### config.mk
export PLATFORM = sky130hd
export DESIGN_NAME = fat_chain_allocator_core
export DESIGN_NICKNAME = d
export VERILOG_FILES = /design/src/hw/rtl/fca_pkg.sv /design/src/hw/rtl/fca_ram.sv /design/src/hw/rtl/fca_link_eval.sv /design/src/hw/rtl/fca_seq.sv /design/src/hw/rtl/fat_chain_allocator_core.sv
export SDC_FILE = /design/constraint.sdc
export NUM_CORES = 2
export LEC_CHECK = 0
export ABC_AREA = 1
export BUFFER_PORTS_ARGS = -buffer_cell sky130_fd_sc_hd__buf_2
export CAP_MARGIN = 20
export CORE_MARGIN = 3
export CORE_UTILIZATION = 50
export DETAILED_ROUTE_END_ITERATION = 10
export PLACE_DENSITY_LB_ADDON = 0.25
export SYNTH_ARGS = -nofsm -noshare
export SYNTH_HDL_FRONTEND = slang
export SYNTH_SLANG_ARGS = --single-unit
### constraint.sdc
create_clock -name clk_i -period 10.65 [get_ports clk_i]
set_input_delay 1.5975 -clock clk_i [delete_from_list [all_inputs] [get_ports clk_i]]
set_output_delay 1.5975 -clock clk_i [all_outputs]
set_load 0.02 [all_outputs]
### src/hw/rtl/fca_pkg.sv
// ----------------------------------------------------------------------------
// fca_pkg: shared types and constants for the chain allocator
// Link-table geometry, item formats, mode and status codes.
// ----------------------------------------------------------------------------
`default_nettype none

package fca_pkg;

  localparam int unsigned NUM_BLOCKS = 256;
  // 256 is the end-of-chain code and head_block is 8 bits, so at most 256 usable
  localparam int unsigned USABLE     = (NUM_BLOCKS < 256) ? NUM_BLOCKS : 256;
  localparam int unsigned IDX_W      = $clog2(USABLE);
  localparam int unsigned STEP_W     = $clog2(USABLE + 1);
  localparam int unsigned HEAD_W     = 8;
  localparam int unsigned VAL_W      = 9;

  localparam logic [VAL_W-1:0] EOC_CODE = 9'h100;

  typedef enum logic [1:0] {
    MODE_ALLOC  = 2'd0,
    MODE_APPEND = 2'd1,
    MODE_FREE   = 2'd2,
    MODE_READ   = 2'd3
  } mode_e;

  typedef enum logic [1:0] {
    ST_OK      = 2'd0,
    ST_FULL    = 2'd1,
    ST_BADHEAD = 2'd2,
    ST_LOOP    = 2'd3
  } status_e;

  typedef struct packed {
    mode_e             mode;
    logic [HEAD_W-1:0] head_block;
  } in_item_t;

  typedef struct packed {
    logic [VAL_W-1:0] block_value;
    status_e          status;
  } out_item_t;

  // classification of one link value
  typedef struct packed {
    logic is_zero;
    logic is_eoc;
    logic is_block;
  } link_class_t;

endpackage

`default_nettype wire

### src/hw/rtl/fca_ram.sv
// ----------------------------------------------------------------------------
// fca_ram: generic single-write, single-read RAM
// One write port, one read port, registered read data (old data on collision).
// ----------------------------------------------------------------------------
`default_nettype none

module fca_ram #(
  parameter int unsigned WIDTH = 8,
  parameter int unsigned DEPTH = 16
) (
  input  wire logic                     clk_i,
  input  wire logic                     we_i,
  input  wire logic [$clog2(DEPTH)-1:0] waddr_i,
  input  wire logic [WIDTH-1:0]         wdata_i,
  input  wire logic                     re_i,
  input  wire logic [$clog2(DEPTH)-1:0] raddr_i,
  output logic      [WIDTH-1:0]         rdata_o
);

  logic [WIDTH-1:0] mem [DEPTH];

  always_ff @(posedge clk_i) begin
    if (we_i) begin
      mem[waddr_i] <= wdata_i;
    end
    if (re_i) begin
      rdata_o <= mem[raddr_i];
    end
  end

endmodule

`default_nettype wire

### src/hw/rtl/fca_link_eval.sv
// ----------------------------------------------------------------------------
// fca_link_eval: link classifier
// Shared compare unit: flags a value as free, end-of-chain or a usable block.
// ----------------------------------------------------------------------------
`default_nettype none

module fca_link_eval (
  input  wire logic [fca_pkg::VAL_W-1:0] value_i,
  output fca_pkg::link_class_t           cls_o
);
  import fca_pkg::*;

  always_comb begin
    cls_o.is_zero  = (value_i == '0);
    cls_o.is_eoc   = (value_i == EOC_CODE);
    cls_o.is_block = (value_i != '0) && (value_i < VAL_W'(USABLE));
  end

endmodule

`default_nettype wire

### src/hw/rtl/fca_seq.sv
// ----------------------------------------------------------------------------
// fca_seq: allocator sequencer
// Walks chains one link per cycle, scans for the lowest free block, and
// keeps the per-entry valid bits that make a cleared entry read as free.
// ----------------------------------------------------------------------------
`default_nettype none

module fca_seq (
  input  wire logic                      clk_i,
  input  wire logic                      rst_ni,
  input  wire logic                      in_valid_i,
  output logic                           in_ready_o,
  input  wire fca_pkg::in_item_t         in_item_i,
  output logic                           res_valid_o,
  input  wire logic                      res_ready_i,
  output fca_pkg::out_item_t             res_o,
  output logic                           ram_we_o,
  output logic [fca_pkg::IDX_W-1:0]      ram_waddr_o,
  output logic [fca_pkg::VAL_W-1:0]      ram_wdata_o,
  output logic                           ram_re_o,
  output logic [fca_pkg::IDX_W-1:0]      ram_raddr_o,
  input  wire logic [fca_pkg::VAL_W-1:0] ram_rdata_i
);
  import fca_pkg::*;

  typedef enum logic [2:0] {
    S_IDLE,
    S_READ,
    S_WALK,
    S_FREE,
    S_SCAN,
    S_WR_LINK,
    S_WR_EOC,
    S_DONE
  } state_e;

  state_e              state_q, state_d;
  mode_e               mode_q, mode_d;
  logic [IDX_W-1:0]    cur_q, cur_d;
  logic [IDX_W-1:0]    scan_q, scan_d;
  logic [IDX_W-1:0]    free_q, free_d;
  logic [STEP_W-1:0]   steps_q, steps_d;
  logic                first_q, first_d;
  out_item_t           res_q, res_d;
  logic [USABLE-1:0]   vld_q;
  logic                rvld_q, rvld_d;
  logic                clr_en;

  logic [VAL_W-1:0]    entry;
  logic [VAL_W-1:0]    eval_in;
  link_class_t         cls;

  // entries never written, or freed, read as zero
  assign entry   = rvld_q ? ram_rdata_i : '0;
  assign eval_in = (state_q == S_IDLE) ? {1'b0, in_item_i.head_block} : entry;

  fca_link_eval u_eval (
    .value_i (eval_in),
    .cls_o   (cls)
  );

  always_comb begin
    state_d     = state_q;
    mode_d      = mode_q;
    cur_d       = cur_q;
    scan_d      = scan_q;
    free_d      = free_q;
    steps_d     = steps_q;
    first_d     = first_q;
    res_d       = res_q;
    in_ready_o  = 1'b0;
    res_valid_o = 1'b0;
    ram_we_o    = 1'b0;
    ram_waddr_o = cur_q;
    ram_wdata_o = '0;
    ram_re_o    = 1'b0;
    ram_raddr_o = cur_q;
    clr_en      = 1'b0;

    case (state_q)
      S_IDLE: begin
        in_ready_o = 1'b1;
        if (in_valid_i) begin
          mode_d            = in_item_i.mode;
          cur_d             = in_item_i.head_block[IDX_W-1:0];
          steps_d           = '0;
          first_d           = 1'b1;
          scan_d            = IDX_W'(1);
          res_d.block_value = '0;
          res_d.status      = ST_OK;
          ram_raddr_o       = in_item_i.head_block[IDX_W-1:0];
          case (in_item_i.mode)
            MODE_ALLOC: begin
              state_d = S_SCAN;
            end
            MODE_APPEND, MODE_FREE: begin
              if (!cls.is_block) begin
                res_d.status = ST_BADHEAD;
                state_d      = S_DONE;
              end else begin
                ram_re_o = 1'b1;
                state_d  = (in_item_i.mode == MODE_APPEND) ? S_WALK : S_FREE;
              end
            end
            MODE_READ: begin
              if (!(cls.is_block || cls.is_zero)) begin
                res_d.status = ST_BADHEAD;
                state_d      = S_DONE;
              end else begin
                ram_re_o = 1'b1;
                state_d  = S_READ;
              end
            end
            default: begin
              state_d = S_DONE;
            end
          endcase
        end
      end

      S_READ: begin
        res_d.block_value = entry;
        state_d           = S_DONE;
      end

      S_WALK: begin
        if (cls.is_zero) begin
          res_d.status = first_q ? ST_BADHEAD : ST_LOOP;
          state_d      = S_DONE;
        end else if (cls.is_eoc) begin
          state_d = S_SCAN;
        end else if (!cls.is_block || steps_q == STEP_W'(USABLE)) begin
          res_d.status = ST_LOOP;
          state_d      = S_DONE;
        end else begin
          steps_d     = steps_q + STEP_W'(1);
          first_d     = 1'b0;
          cur_d       = entry[IDX_W-1:0];
          ram_re_o    = 1'b1;
          ram_raddr_o = entry[IDX_W-1:0];
        end
      end

      S_FREE: begin
        if (first_q && cls.is_zero) begin
          res_d.status = ST_BADHEAD;
          state_d      = S_DONE;
        end else begin
          // link already captured, so the entry can be dropped now
          clr_en = 1'b1;
          if (cls.is_eoc || !cls.is_block) begin
            state_d = S_DONE;
          end else if (steps_q == STEP_W'(USABLE)) begin
            res_d.status = ST_LOOP;
            state_d      = S_DONE;
          end else begin
            steps_d     = steps_q + STEP_W'(1);
            first_d     = 1'b0;
            cur_d       = entry[IDX_W-1:0];
            ram_re_o    = 1'b1;
            ram_raddr_o = entry[IDX_W-1:0];
          end
        end
      end

      S_SCAN: begin
        if (!vld_q[scan_q]) begin
          free_d  = scan_q;
          state_d = (mode_q == MODE_APPEND) ? S_WR_LINK : S_WR_EOC;
        end else if (scan_q == IDX_W'(USABLE - 1)) begin
          res_d.status = ST_FULL;
          state_d      = S_DONE;
        end else begin
          scan_d = scan_q + IDX_W'(1);
        end
      end

      S_WR_LINK: begin
        ram_we_o    = 1'b1;
        ram_waddr_o = cur_q;
        ram_wdata_o = VAL_W'(free_q);
        state_d     = S_WR_EOC;
      end

      S_WR_EOC: begin
        ram_we_o          = 1'b1;
        ram_waddr_o       = free_q;
        ram_wdata_o       = EOC_CODE;
        res_d.block_value = VAL_W'(free_q);
        state_d           = S_DONE;
      end

      S_DONE: begin
        res_valid_o = 1'b1;
        if (res_ready_i) begin
          state_d = S_IDLE;
        end
      end

      default: begin
        state_d = S_IDLE;
      end
    endcase
  end

  // a self-link being cleared must read back as free
  assign rvld_d = vld_q[ram_raddr_o] && !(clr_en && (cur_q == ram_raddr_o));

  assign res_o = res_q;

  always_ff @(posedge clk_i or negedge rst_ni) begin
    if (!rst_ni) begin
      state_q <= S_IDLE;
      mode_q  <= MODE_ALLOC;
      cur_q   <= '0;
      scan_q  <= '0;
      free_q  <= '0;
      steps_q <= '0;
      first_q <= 1'b0;
      res_q   <= '0;
      vld_q   <= '0;
      rvld_q  <= 1'b0;
    end else begin
      state_q <= state_d;
      mode_q  <= mode_d;
      cur_q   <= cur_d;
      scan_q  <= scan_d;
      free_q  <= free_d;
      steps_q <= steps_d;
      first_q <= first_d;
      res_q   <= res_d;
      if (ram_re_o) begin
        rvld_q <= rvld_d;
      end
      if (ram_we_o) begin
        vld_q[ram_waddr_o] <= 1'b1;
      end
      if (clr_en) begin
        vld_q[cur_q] <= 1'b0;
      end
    end
  end

  // block 0 is reserved and is never written
  assert property (@(posedge clk_i) disable iff (!rst_ni)
    ram_we_o |-> ram_waddr_o != '0)
    else $error("write to reserved block");

  // a live entry is never written as free
  assert property (@(posedge clk_i) disable iff (!rst_ni)
    ram_we_o |-> ram_wdata_o != '0)
    else $error("zero link written");

  assert property (@(posedge clk_i) disable iff (!rst_ni)
    !vld_q[0])
    else $error("reserved block marked in use");

  // a successful allocation never hands out block 0
  assert property (@(posedge clk_i) disable iff (!rst_ni)
    (res_valid_o && res_o.status == ST_OK &&
     (mode_q == MODE_ALLOC || mode_q == MODE_APPEND)) |-> res_o.block_value != '0)
    else $error("block 0 allocated");

  // write never coincides with a clear
  assert property (@(posedge clk_i) disable iff (!rst_ni)
    !(ram_we_o && clr_en))
    else $error("write and clear in the same cycle");

endmodule

`default_nettype wire

### src/hw/rtl/fat_chain_allocator_core.sv
// ----------------------------------------------------------------------------
// fat_chain_allocator_core: link-table block allocator
// Allocate, append, free and read on a table of next-block links.
// ----------------------------------------------------------------------------
// Usage:
//   Input channel in_valid_i/in_ready_o carries one item {mode, head_block};
//   output channel out_valid_o/out_ready_i returns one item
//   {block_value, status} for every input item, in order.
//   One item is worked on at a time; in_ready_o is high only while idle.
//   Work per item: read fetches one link; allocate scans for the lowest free
//   block; append walks the chain, then scans for a free block; free walks
//   the chain and clears each entry that it passes. Each result goes through
//   the sequencer's result register and then the output register.
//   Chain walks read one link per cycle from the link RAM; the free scan
//   tests one valid bit per cycle.
//   Reset clears all per-entry valid bits at once, so the whole table reads
//   as free right after reset; no clearing pass is needed.
//   A result waits in the output register while the receiver stalls; the
//   next item may be accepted and worked on meanwhile, and its result is
//   held in the sequencer until the output register empties.
// ----------------------------------------------------------------------------
`default_nettype none

module fat_chain_allocator_core (
  input  wire logic               clk_i,
  input  wire logic               rst_ni,
  input  wire logic               in_valid_i,
  output logic                    in_ready_o,
  input  wire fca_pkg::in_item_t  in_item_i,
  output logic                    out_valid_o,
  input  wire logic               out_ready_i,
  output fca_pkg::out_item_t      out_item_o
);
  import fca_pkg::*;

  logic             res_valid;
  logic             res_ready;
  out_item_t        res;
  logic             ram_we;
  logic [IDX_W-1:0] ram_waddr;
  logic [VAL_W-1:0] ram_wdata;
  logic             ram_re;
  logic [IDX_W-1:0] ram_raddr;
  logic [VAL_W-1:0] ram_rdata;
  logic             out_valid_q;
  out_item_t        out_q;

  fca_seq u_seq (
    .clk_i       (clk_i),
    .rst_ni      (rst_ni),
    .in_valid_i  (in_valid_i),
    .in_ready_o  (in_ready_o),
    .in_item_i   (in_item_i),
    .res_valid_o (res_valid),
    .res_ready_i (res_ready),
    .res_o       (res),
    .ram_we_o    (ram_we),
    .ram_waddr_o (ram_waddr),
    .ram_wdata_o (ram_wdata),
    .ram_re_o    (ram_re),
    .ram_raddr_o (ram_raddr),
    .ram_rdata_i (ram_rdata)
  );

  fca_ram #(
    .WIDTH (VAL_W),
    .DEPTH (USABLE)
  ) u_link_ram (
    .clk_i   (clk_i),
    .we_i    (ram_we),
    .waddr_i (ram_waddr),
    .wdata_i (ram_wdata),
    .re_i    (ram_re),
    .raddr_i (ram_raddr),
    .rdata_o (ram_rdata)
  );

  // output register: takes a new item when empty or being drained
  assign res_ready = !out_valid_q || out_ready_i;

  always_ff @(posedge clk_i or negedge rst_ni) begin
    if (!rst_ni) begin
      out_valid_q <= 1'b0;
    end else if (res_valid && res_ready) begin
      out_valid_q <= 1'b1;
    end else if (out_ready_i) begin
      out_valid_q <= 1'b0;
    end
  end

  always_ff @(posedge clk_i) begin
    if (res_valid && res_ready) begin
      out_q <= res;
    end
  end

  assign out_valid_o = out_valid_q;
  assign out_item_o  = out_q;

endmodule

`default_nettype wire

==> impl_results.html <==
<table>
<tr><th>Metric</th><th>Value</th></tr>
<tr><th colspan="2">Synth</th></tr>
<tr><td>Total standard cell area after synthesis</td><td>0.112 mm²</td></tr>
<tr><td>Total nets after synthesis</td><td>9630</td></tr>
<tr><td>Share of synthesized area occupied by flip-flops and latches</td><td>69.3%</td></tr>
<tr><td>Mean area per synthesized cell</td><td>11.6 µm²</td></tr>
<tr><td>Count of synthesis-stage warnings from yosys</td><td>0</td></tr>
<tr><td>Cell count after synthesis</td><td>9609</td></tr>
<tr><td>Flip-flop and latch count after synthesis</td><td>2632</td></tr>
<tr><td>Distinct cell type count of the synthesized netlist</td><td>43</td></tr>
<tr><th colspan="2">Global route</th></tr>
<tr><td>Number of global-route vias before repair</td><td>76.0k</td></tr>
<tr><td>Global-route usage over all layers</td><td>29.8%</td></tr>
<tr><td>Antenna violations before repair</td><td>12</td></tr>
<tr><td>Global route overflow</td><td>0</td></tr>
<tr><td>First-pass GRT wire length</td><td>511000 µm</td></tr>
<tr><td>Largest net degree at the start of global routing</td><td>200</td></tr>
<tr><th colspan="2">Power</th></tr>
<tr><td>Static leakage power</td><td>46.6 nW</td></tr>
<tr><td>Sequential Power Share</td><td>30.3%</td></tr>
<tr><td>Part of the power in combinational logic</td><td>46.4%</td></tr>
<tr><td>Switching part of the total</td><td>44.2%</td></tr>
<tr><td>Clock power share</td><td>23.2%</td></tr>
<tr><td>Worst vdd ir</td><td>375 µV</td></tr>
<tr><td>Total power per unit cell area</td><td>330 mW/mm²</td></tr>
<tr><td>Switching power</td><td>0.0181 W</td></tr>
<tr><td>Internal power component</td><td>0.0228 W</td></tr>
<tr><th colspan="2">Placement</th></tr>
<tr><td>Final GP Congestion</td><td>0.938</td></tr>
<tr><td>Post-placement worst setup slack</td><td>2.76 ns</td></tr>
<tr><td>HPWL after detailed placement</td><td>195000 µm</td></tr>
<tr><td>Total of buffers placed on input and output ports</td><td>26</td></tr>
<tr><th colspan="2">Routing</th></tr>
<tr><td>DR WL/cell</td><td>27.5 µm</td></tr>
<tr><td>Antenna Nets Post-Route</td><td>0</td></tr>
<tr><td>Number of DRC markers after the initial detailed-route iteration</td><td>12.3k</td></tr>
<tr><td>Via density per instance</td><td>6.30</td></tr>
<tr><td>Drt drc</td><td>1</td></tr>
<tr><td>Initial DRT Pass Iterations</td><td>11</td></tr>
<tr><td>Total wire length</td><td>349000 µm</td></tr>
<tr><td>Via count</td><td>80.1k</td></tr>
<tr><th colspan="2">Clock tree</th></tr>
<tr><td>Max H-tree Level</td><td>5</td></tr>
<tr><td>Setup bufs post-CTS</td><td>0</td></tr>
<tr><td>Clock latency on the worst-skew pair</td><td>0.94 ns</td></tr>
<tr><td>Maximum number of buffers from clock root to sink</td><td>4</td></tr>
<tr><td>Sink Count</td><td>2632</td></tr>
<tr><td>Reg clk slew, reported paths</td><td>0.06 ns</td></tr>
<tr><td>Clock tree from TritonCTS</td><td>yes</td></tr>
<tr><td>Number of buffers added to fix hold violations after cts</td><td>0</td></tr>
<tr><td>TritonCTS Buffers</td><td>282</td></tr>
<tr><td>Post-cts sizing count</td><td>0</td></tr>
<tr><td>CTS Root Cell</td><td>sky130_fd_sc_hd__clkbuf_16</td></tr>
<tr><th colspan="2">Timing</th></tr>
<tr><td>Hold Vio Cnt, Final</td><td>0</td></tr>
<tr><td>Final worst-path cycle share</td><td>67.6%</td></tr>
<tr><td>Worst-case clock skew</td><td>0.0446 ns</td></tr>
<tr><td>Setup Viol. Count Final</td><td>0</td></tr>
<tr><td>Number of pins exceeding their max-slew limit in the final report</td><td>0</td></tr>
<tr><td>Worst Tran Pin Value</td><td>1.26 ns</td></tr>
<tr><td>Worst setup slack after layout</td><td>3.45 ns</td></tr>
<tr><td>Setup repair after global routing missed its margin</td><td>false</td></tr>
<tr><td>Max-slew headroom</td><td>16.1%</td></tr>
<tr><td>Final Hold Slack</td><td>0.454 ns</td></tr>
<tr><td>Crit path time final</td><td>7.20 ns</td></tr>
<tr><td>Setup Total Neg Slack</td><td>0 ns</td></tr>
<tr><td>Upper clock frequency limit</td><td>0.139 GHz</td></tr>
<tr><th colspan="2">Critical path</th></tr>
<tr><td>CP startpoint kind</td><td>register</td></tr>
<tr><td>Worst-path cell with the longest stage delay</td><td>sky130_fd_sc_hd__inv_8</td></tr>
<tr><td>Path type of the worst setup path</td><td>reg2reg</td></tr>
<tr><td>Reg-to-Reg Start</td><td>u_seq.rvld_q$_DFFE_PN0P_</td></tr>
<tr><td>Largest fanout on the critical path</td><td>126</td></tr>
<tr><td>Data required time at the worst endpoint</td><td>11.40 ns</td></tr>
<tr><td>Largest stage delay on the critical path</td><td>0.91 ns</td></tr>
<tr><td>CP Capture Type</td><td>register</td></tr>
<tr><td>Cell Chain, Critical Path</td><td>nand2_1, nand2_1, nor2_2, nand3_4, nand2_2, nand2_2, nand2_2, nand2_2, nand2_1, nand2_1, nand2_2, buf_4, nand2_8, inv_8, buf_4, buf_4, o21ai_0, nand3_1, nand3_1, nand3_1, nand3_1, nand3_1, nand3_1, nand2_1</td></tr>
<tr><td>Cell repeated most along the worst path</td><td>sky130_fd_sc_hd__nand3_1</td></tr>
<tr><td>First element of the critical path</td><td>u_seq.rvld_q$_DFFE_PN0P_</td></tr>
<tr><td>Worst EP arrival</td><td>7.95 ns</td></tr>
<tr><th colspan="2">Finish</th></tr>
<tr><td>Post-synthesis to final-layout area growth</td><td>10.9%</td></tr>
<tr><td>Most common cell after layout, fill and taps aside</td><td>sky130_fd_sc_hd__edfxtp_1</td></tr>
<tr><td>Core occupancy in the finished layout</td><td>56.1%</td></tr>
<tr><td>Most frequent cells in the layout</td><td>2324 x sky130_fd_sc_hd__edfxtp_1, 1220 x sky130_fd_sc_hd__nand3_1, 1154 x sky130_fd_sc_hd__o21ai_0</td></tr>
<tr><td>Share of final-layout standard cells stronger than drive strength 1</td><td>7.96%</td></tr>
<tr><td>Final net count</td><td>9573</td></tr>
<tr><th colspan="2">Floorplanning</th></tr>
<tr><td>Die Footprint</td><td>0.229 mm²</td></tr>
<tr><td>Ports placed on the boundary</td><td>27</td></tr>
<tr><td>Height of the chip</td><td>479 µm</td></tr>
<tr><td>Die outline width</td><td>479 µm</td></tr>
<tr><td>Initial Util</td><td>50.6%</td></tr>
<tr><td>Count of standard-cell rows</td><td>172</td></tr>
<tr><td>Core ar.</td><td>0.221 mm²</td></tr>
<tr><th colspan="2">Outcome</th></tr>
<tr><td>Run status</td><td>finished with violations</td></tr>
<tr><td>Violations in the final reports</td><td>design-rule violations</td></tr>
<tr><th colspan="2">Worst hold path</th></tr>
<tr><td>Class of the tightest hold or removal check</td><td>reg2reg</td></tr>
<tr><td>Worst Hold Launch</td><td>u_seq.res_o[8]$_DFFE_PN0P_</td></tr>
<tr><th colspan="2">Run</th></tr>
<tr><td>Max-capacitance violation count</td><td>0</td></tr>
</table>
[cell families (layout without fill, tap and decap cells)]
group                      after synthesis  count (layout)  synth area share (%)
muxes                                    1               1                0.0101
AOI/OAI and AO/OA                     2877            2877                  14.6
other                                    0               5                     0
and+or+nand+nor                       2539            2539                  10.0
adders and majority gates                7               7                0.0783
xor gates and xnor gates                 3               3                0.0235
DFF                                   2632            2632                  69.3
buffers and inverters                 1550            1687                  6.02
[worst paths after layout]
path	to	slack [ns]	cells after the start
setup / recovery	u_link_ram.rdata_o[6]$_DFFE_PP_	3.45	24
hold / removal	out_item_o[8]$_DFFE_PP_	0.45	0
setup reg to reg	u_link_ram.rdata_o[6]$_DFFE_PP_	3.45	24
hold reg to reg	out_item_o[8]$_DFFE_PP_	0.45	0
max in group asynchronous	u_seq.scan_q[0]$_DFFE_PN0P_	8.24	2
min in group asynchronous	u_seq.res_o[6]$_DFFE_PN0P_	0.64	1
[through the flow]
stage | power, W | instance area (µm²) | instances
after global routing | 0.0430 | 124000 | 12700
after global placement | 0.0309 | 115000 | 12100
final | 0.0409 | 124000 | 12700
after detailed placement | 0.0312 | 115000 | 12200
after floorplan | 0.0256 | 112000 | 9609
after CTS | 0.0406 | 124000 | 12700
[state kept, by name (all words and copies together), names as in the netlist, 2 cells and up]
name,count
u_seq.state_q,3
u_seq.res_o,11
u_link_ram.mem,2304
u_seq.free_q,8
u_seq.mode_q,2
u_seq.vld_q,256
u_seq.cur_q,8
u_seq.scan_q,8
u_link_ram.rdata_o,9
u_seq.steps_q,9
out_item_o,11
[Yosys cell counts]
master | n | area share, %
sky130_fd_sc_hd__buf_1 | 39 | 0.13
sky130_fd_sc_hd__or2_2 | 1 | 0.0056
sky130_fd_sc_hd__nand4_1 | 3 | 0.017
sky130_fd_sc_hd__o21ai_2 | 1 | 0.0078
sky130_fd_sc_hd__clkinv_1 | 3 | 0.010
sky130_fd_sc_hd__inv_1 | 860 | 2.9
sky130_fd_sc_hd__a32oi_1 | 1 | 0.0078
sky130_fd_sc_hd__ha_1 | 7 | 0.078
sky130_fd_sc_hd__o221ai_1 | 6 | 0.047
sky130_fd_sc_hd__o211ai_1 | 220 | 1.5
sky130_fd_sc_hd__buf_2 | 251 | 1.1
sky130_fd_sc_hd__o21bai_1 | 378 | 2.5
sky130_fd_sc_hd__o22ai_1 | 263 | 1.5
sky130_fd_sc_hd__nand3_4 | 2 | 0.031
sky130_fd_sc_hd__buf_4 | 41 | 0.28
sky130_fd_sc_hd__nand3_1 | 1226 | 5.5
sky130_fd_sc_hd__inv_2 | 13 | 0.044
sky130_fd_sc_hd__nand2_2 | 6 | 0.034
sky130_fd_sc_hd__mux2_1 | 1 | 0.010
sky130_fd_sc_hd__nand2_1 | 466 | 1.6
sky130_fd_sc_hd__nor2_2 | 3 | 0.017
sky130_fd_sc_hd__nand4_4 | 1 | 0.019
sky130_fd_sc_hd__buf_6 | 57 | 0.57
sky130_fd_sc_hd__a21oi_2 | 2 | 0.016
sky130_fd_sc_hd__nand2_4 | 2 | 0.020
sky130_fd_sc_hd__a21oi_1 | 109 | 0.49
sky130_fd_sc_hd__dfrtp_1 | 308 | 6.9
sky130_fd_sc_hd__and2_1 | 1 | 0.0056
sky130_fd_sc_hd__o21a_1 | 2 | 0.013
sky130_fd_sc_hd__edfxtp_1 | 2324 | 62
sky130_fd_sc_hd__or2_1 | 1 | 0.0056
sky130_fd_sc_hd__clkbuf_2 | 11 | 0.049
sky130_fd_sc_hd__nor3b_1 | 1 | 0.0067
sky130_fd_sc_hd__nor2_1 | 802 | 2.7
sky130_fd_sc_hd__a221oi_1 | 3 | 0.023
sky130_fd_sc_hd__nor4_1 | 3 | 0.017
sky130_fd_sc_hd__o21ai_0 | 1154 | 5.2
sky130_fd_sc_hd__clkbuf_1 | 275 | 0.92
sky130_fd_sc_hd__xor2_1 | 3 | 0.023
sky130_fd_sc_hd__nor3_1 | 21 | 0.094
sky130_fd_sc_hd__o31ai_1 | 4 | 0.027
sky130_fd_sc_hd__o2111ai_1 | 1 | 0.0078
sky130_fd_sc_hd__o21ai_1 | 733 | 3.3
[area by class of cell]
cell class                      instances  area, µm²
Clock buffer                          369       7790
Inverter                              876       3310
Sequential cell                      2632      77500
Multi-Input combinational cell       5427      27900
Timing Repair Buffer                  333       2920
Tap cell                             2958       3700
Fill cell                           18100      96900
Antenna cell                            5       12.5
Clock inverter                        109        991
[layer usage]
metal	vias to the layer above	routed length (µm)	GRT usage, %
li1	34600	-	-
met1	39200	133000	40.8
met2	5027	157000	44.8
met3	1175	39100	6.45
met4	16	20600	15.3
met5	-	133	0.124
[worst max-delay path, delay by kind of cell (launching register included)]
family,cells,cell delay [ns]
flip-flops,1,0.58
AO/OA/AOI/OAI,1,0.14
buffers and inverters,4,2.51
AND/OR/NAND/NOR,19,3.62
[power by group through the flow]
stage | Clock (W) | Sequential [W] | Combinational (W)
2_1_floorplan | 0 | 0.0125 | 0.0130
3_3_place_gp | 0 | 0.0126 | 0.0183
3_5_place_dp | 0 | 0.0126 | 0.0186
4_1_cts | 0.00959 | 0.0124 | 0.0187
5_1_grt | 0.0100 | 0.0124 | 0.0206
6_report | 0.00951 | 0.0124 | 0.0190
Power figures use the tool's default switching activity.
